<file path="config.mk">
export PLATFORM = sky130hd
export DESIGN_NAME = sacp_ram
export DESIGN_NICKNAME = d
export VERILOG_FILES = /design/src/design/sacp_ram.sv
export SDC_FILE = /design/constraint.sdc
export NUM_CORES = 1
export LEC_CHECK = 0
export ABC_AREA = 1
export BUFFER_PORTS_ARGS = -buffer_cell sky130_fd_sc_hd__clkbuf_2
export CAP_MARGIN = 5
export CORE_MARGIN = 2
export CORE_UTILIZATION = 55
export DETAILED_ROUTE_END_ITERATION = 10
export GPL_TIMING_DRIVEN = 0
export PLACE_DENSITY = 0.77
export RECOVER_POWER = 25
export SETUP_SLACK_MARGIN = 0.05
export SKIP_CTS_REPAIR_TIMING = 1
export SLEW_MARGIN = 20
export SYNTH_ARGS = -nofsm -noshare
export SYNTH_HDL_FRONTEND = slang
export SYNTH_SLANG_ARGS = --single-unit
export TNS_END_PERCENT = 10
</file>
<file path="constraint.sdc">
create_clock -name clk -period 1.3 [get_ports clk]
set_clock_uncertainty 0.2 [all_clocks]
set_input_delay 0.195 -clock clk [delete_from_list [all_inputs] [get_ports clk]]
set_output_delay 0.195 -clock clk [all_outputs]
set_load 0.01 [all_outputs]
</file>
<file path="src/design/sacp_ram.sv">
// ----------------------------------------------------------------------------
// sacp_ram: generic single-write, single-read synchronous RAM
// One write port and one registered read port.
// ----------------------------------------------------------------------------
`default_nettype none
module sacp_ram #(
  parameter int WIDTH = 8,
  parameter int DEPTH = 16
) (
  input  wire logic                             clk,
  input  wire logic                             we,
  input  wire logic [(DEPTH>1?$clog2(DEPTH):1)-1:0] waddr,
  input  wire logic [WIDTH-1:0]                 wdata,
  input  wire logic                             re,
  input  wire logic [(DEPTH>1?$clog2(DEPTH):1)-1:0] raddr,
  output logic      [WIDTH-1:0]                 rdata
);
  logic [WIDTH-1:0] mem [DEPTH];

  always_ff @(posedge clk) begin
    if (we) mem[waddr] <= wdata;
    if (re) rdata <= mem[raddr];
  end
endmodule
`default_nettype wire

</file>
**After elaboration in Yosys (flattened, before gate mapping)**

Memory sizes are Yosys's and may differ from the RTL's. A register that Yosys moved wholly into a read port is not among the register bits.
Cells that the tools add are included.
Widths: inputs -> output; s select.

- Flip-flop bits (word level): 0
- Latch bits: 0
- Memory bits (writable): 128
- Memory bits (read-only): 0
- Bits of input ports: 19
- Output and inout bits: 8
- Word-level logic and storage cells: 3
- Memories: 1

- Add/subtract/negate cells: 0
- Multiply operators: 0
- Div/mod/pow operators: 0
- Order comparisons: 0
- Equal/unequal tests: 0
- Shift-type cells: 0
- Multiplexer cells: 2
- Bitwise operators: 0
- Reduce and logical (&&, ||, !) cells: 0

Memory list:

| name | words | bits a word | rd ports | clocked after memory_dff | write ports | RTL line | RTL |
|---|---|---|---|---|---|---|---|
| mem | 16 | 8 | 1 | 1 | 1 | 18 | `logic [WIDTH-1:0] mem [DEPTH];` |

Operators with widths:

| cell | number |
|---|---|
| $mux 1 | 2 |

**Longest topological paths before layout**

Gate-level depths: netlist of run 1.

- Depth after elaboration: 2
- Depth in mapped cells: 8
- Depth with buffers taken out: 7

**Worst setup path after synthesis of run 1**

No wires, ideal clock.

- Path type: in2reg
- Start point: in waddr[3] (netlist bit)
- End point: mem mem[4][0], enable pin
- Arrival: 0.776 ns
- Required time: 0.730 ns
- Slack: -0.046 ns
- Cell stages on the path: 2
- Cells stage by stage: nand3b_1 nor2_1

RTL lines:

| element | RTL line | RTL |
|---|---|---|
| start: declaration | 12 | `input wire logic [(DEPTH>1?$clog2(DEPTH):1)-1:0] waddr,` |
| end: declaration | 18 |  |

No word-level cell before the write port.

**Worst setup path in the final report of run 1**

- Start point: reg rdata[6] (read register of mem)
- End point: out rdata[6]

RTL lines:

| element | RTL line | RTL |
|---|---|---|
| start: declaration | 16 | `output logic [WIDTH-1:0] rdata` |

No word-level cell between the ends.

==> results.tsv, run 1 <==
metric	value	unit
tightest_slew	0.981	ns
grt_use_total	0.259	
arrival	1.03	ns
cts_tree	built	
maxSlewViolCount	0	
pwr-share-comb	0.067	
grt_overflow	0	
yosysTopAreaCell	edfxtp_1	
viasPerCell	5.47	
place_ws	-0.524	ns
clock_latency	0.53	ns
place_inst	710	
gp_congestion	0.906	
ys_seq_elements	136	
fin_hold_ws	-0.00478	ns
grt_pass1_wl	21.3	mm
start_util	0.566	
grt_max_degree	17	
htreeDepth	4	
p_per_area	1510	nW/um^2
final_cell_count_no_fill	746	
portBuffers	23	
internal_power	0.00824	W
pwr-share-seq	0.471	
avgSynthCellArea	10.6	um^2
power.total	0.0106	W
hold_violations	1	
dieArea	11500	um^2
vdd_ir_drop_max	0.919	mV
min_period_over_period	1.09	
final_antenna_net_count	0	
yosysUniqueCellTypes	11	
reg2regPathDepth	6	
mostFrequentLayoutCell	nand2_1	
antenna_found_initial	0	
drc	0	
netlist_top_cells_area	edfxtp_1, nand2_1, nand3_1, inv_1, buf_6	
core_area	10300	um^2
ys.warnings.count	0	
relSlewSlack	0.346	
num_rows	37	
synth_cells	551	
fmax	0.703	GHz
p_clk_frac	0.462	
wl	14.0	mm
required	0.90	ns
cp-start-kind	register	
root_buffer	clkbuf_8	
outcome	finished with violations	
syn_area	5850	um^2
min_path_cells	4	
yosys.area.top_type_share	0.698	
drv_cap	0	
drtIter0Drc	445	
hold_path.class	primary input to register	
setup_viol	11	
violations	negative hold slack, negative setup slack	
fin_crit	1.42	ns
postLayoutCoreUtil	0.675	
end_kind	output pin	
crit_family	flip-flops	
crit_type	register to output pin	
worst_slack	-0.123	ns
num_vias	4079	
area_growth	19.1	%
switchingPower	0.00231	W
slowest_stage	edfxtp_1	
leakage	2.99	nW
place_hpwl	8.77	mm
diodes	0	
clkTransAtPathRegs	0.06	ns
io_pins	27	
crit_cells	1	
avgRoutedWirePerCell	18.7	um
cts.sinks	136	
grt_setup_unrepaired	true	
grt_pass1_vias	3920	
crit_fanout	1	
swShare	0.219	
layout_common_cells	nand2_1, edfxtp_1, inv_1	
setup_tns	-0.950	ns
clockBufferDepth	2	
layout.nets	617	
path_cells	clkbuf_2	
drive_above_1_share	0.195	
synth_fp_nets	570	
fp.dieW	107	um
dr.pass1.iters	5	
cp_slowest_stage_delay	0.37	ns
worst-path-buf-inv	1	
die_y	107	um
yosysSeqAreaShare	0.698	
cts_buffers	17	
-- cells in the mapped netlist, drive strengths merged --
master,number
buf,24
edfxtp,136
inv,102
nand2,173
nand3,97
nand3b,2
nor2,17
-- path summary, 6_finish.rpt --
| check | startpoint | to | slack (ns) |
|---|---|---|---|
| worst max-delay path | rdata[6] | rdata[6] | -0.12 |
| worst min-delay path | raddr[2] | rdata[4] | -0.005 |
| worst max register to register | mem[2][0] | rdata[0] | -0.05 |
| worst min register to register | mem[6][7] | rdata[7] | 0.59 |
-- power by group through the flow --
| stage | clock network [W] | logic, W | registers, W |
|---|---|---|---|
| after floorplan | 0 | 0.000346 | 0.00506 |
| after global placement | 0 | 0.000609 | 0.00505 |
| after detailed placement | 0 | 0.000625 | 0.00506 |
| after CTS | 0.00487 | 0.000633 | 0.00497 |
| after global routing | 0.00506 | 0.000768 | 0.00497 |
| final | 0.00488 | 0.000707 | 0.00497 |
-- through the flow --
| stage | area [um^2] | hold slack, ns |
|---|---|---|
| 5_1_grt | 6960 | 0.00988 |
| 4_1_cts | 6730 | -0.186 |
| 3_5_place_dp | 6130 | 0.355 |
| 6_report | 6960 | -0.00478 |
| 2_1_floorplan | 5850 | 0.0939 |
| 3_3_place_gp | 6130 | 0.338 |
-- state kept, by name, indices dropped and copies added (netlist names) --
signal,cells
mem,128
rdata,8
-- metal layers --
metal	vias to the layer above	track usage	wire length [um]
met3	42	0.0620	1300
met2	225	0.384	6380
met4	0	0.118	488
li1	1883	-	-
met5	-	0	0
met1	1929	0.364	5810
-- cells by family after synthesis --
logic type             share of synthesized area
AND/OR/NAND/NOR                            0.208
buffers and inverters                     0.0939
flip-flops                                 0.698
-- layout make-up --
type / count / area, um^2
Fill cell: 730 / 3360
Clock buffer: 18 / 418
Buffer: 24 / 166
Sequential cell: 136 / 4080
Multi-Input combinational cell: 289 / 1400
Timing Repair Buffer: 28 / 160
Tap cell: 136 / 170
Inverter: 102 / 383
Clock inverter: 13 / 179
Note: power is estimated with default switching activity, not from simulation.
==> run 2: changes to the inputs <==
- BUFFER_PORTS_ARGS: -buffer_cell sky130_fd_sc_hd__clkbuf_2 -> -buffer_cell sky130_fd_sc_hd__buf_4
- PLACE_DENSITY: 0.77 -> 0.75
- clock period: 1.3 -> 1.4 ns (I/O delays scaled with it)
==> run 2 against run 1 <==
  * The flow still finishes with violations (negative hold slack, negative setup slack)
  * Sequential power decreased by 7.0%
  * Clock power fell by 4%
  * Core utilization rose by 0.24 points
  * Global-route usage up 0.082 points
  * Critical path depth is the same
  * Clock-buffer cell count is 1 lower
  * Setup slack improved by 0.058 ns
==> results.tsv, run 2 (synthesized netlist as in run 1, its figures left out) <==
metric	value	unit
violations	negative hold slack, negative setup slack	
avgRoutedWirePerCell	18.6	um
dr.pass1.iters	6	
drc	0	
grt_pass1_vias	3803	
fillers	742	
hold_violations	3	
start_util	0.566	
dieArea	11500	um^2
slowest_stage	edfxtp_1	
grt_use_total	0.260	
cp-start-kind	register	
grt_overflow	0	
clockBufferDepth	2	
root_buffer	clkbuf_8	
antenna_found_initial	0	
drtIter0Drc	544	
multi_input_area	1290	um^2
end_kind	output pin	
fmax	0.682	GHz
outcome	finished with violations	
grt_setup_unrepaired	true	
crit_cells	1	
hold_path.class	primary input to register	
maxSlewViolCount	0	
cts.sinks	136	
place_hpwl	8.72	mm
largest_register_ffs	128	
fp.dieW	107	um
viasPerCell	5.49	
clock_latency	0.53	ns
portBuffers	23	
met2_length	6.48	mm
cts_buffers	17	
area_growth	19.5	%
met3RoutedLength	1.52	mm
wl_met1	5.63	mm
drive_above_1_share	0.155	
crit_type	register to output pin	
cts_tree	built	
num_vias	4114	
reg.largest.list	mem: 128 flops, rdata: 8 flops	
regMostFlops	mem	
core_area	10300	um^2
layout.nets	621	
routed.top_layer	met4	
grt_max_degree	17	
tightest_slew	0.872	ns
worst-path-buf-inv	1	
p_per_area	1430	nW/um^2
mostFrequentLayoutCell	nand2_1	
grt_pass1_wl	21.0	mm
fin_hold_ws	-0.0219	ns
crit_fanout	1	
min_path_cells	4	
path_cells	buf_6	
gp_congestion	0.909	
wl	13.9	mm
relSlewSlack	0.416	
clkTransAtPathRegs	0.06	ns
leakage	3.00	nW
drv_cap	0	
final_antenna_net_count	0	
htreeDepth	4	
num_rows	37	
min_period_over_period	1.05	
diodes	0	
cp_slowest_stage_delay	0.39	ns
crit_family	flip-flops	
vdd_ir_drop_max	0.921	mV
seqCellArea	4080	um^2
io_pins	27	
worst_slack	-0.0656	ns
die_y	107	um
arrival	1.06	ns
reg2regPathDepth	6	
required	0.99	ns
fin_crit	1.47	ns
power.total	0.00998	W
layout_common_cells	nand2_1, edfxtp_1, inv_1	
setup_viol	8	
-- run 2: final cells by class --
cell class | instances | area share
clock buffers | 17 | 0.0593
plain buffers | 24 | 0.0238
flip-flops and latches | 136 | 0.584
inverters | 102 | 0.0548
clock inverters | 13 | 0.0294
multi-input cells | 289 | 0.185
well taps | 136 | 0.0243
repair buffers | 32 | 0.0394
-- run 2: metal layers --
metal  global-route usage  vias up
met5                    0        -
met4                0.104        0
met3               0.0644       28
met2                0.387      261
met1                0.369     1942
li1                     -     1883
-- run 2: stage by stage --
step           std cells  utilization  setup TNS, ns  worst slack [ns]  area [um^2]
2_1_floorplan        551            -              0            0.0392         5850
3_3_place_gp         710        0.600         -42.92            -0.427         6190
3_5_place_dp         710        0.600         -46.27            -0.412         6190
4_1_cts              740        0.660         -0.552           -0.0830         6810
5_1_grt              749        0.677         -0.703           -0.0992         6990
6_report             749        0.677         -0.437           -0.0656         6990
-- run 2: power breakdown --
part	internal [W]	switching [W]	total (W)
Sequential	0.00459	0.0000260	0.00462
Combinational	0.000223	0.000444	0.000667
Clock	0.00304	0.00166	0.00470
Total	0.00786	0.00213	0.00998
-- run 2: path summary, 6_finish.rpt --
kind	start	slack (ns)	end
worst max-delay path	rdata[4]	-0.07	rdata[4]
worst min-delay path	raddr[2]	-0.02	rdata[5]
worst max register to register	mem[3][5]	0.02	rdata[5]
worst min register to register	mem[10][6]	0.58	rdata[6]
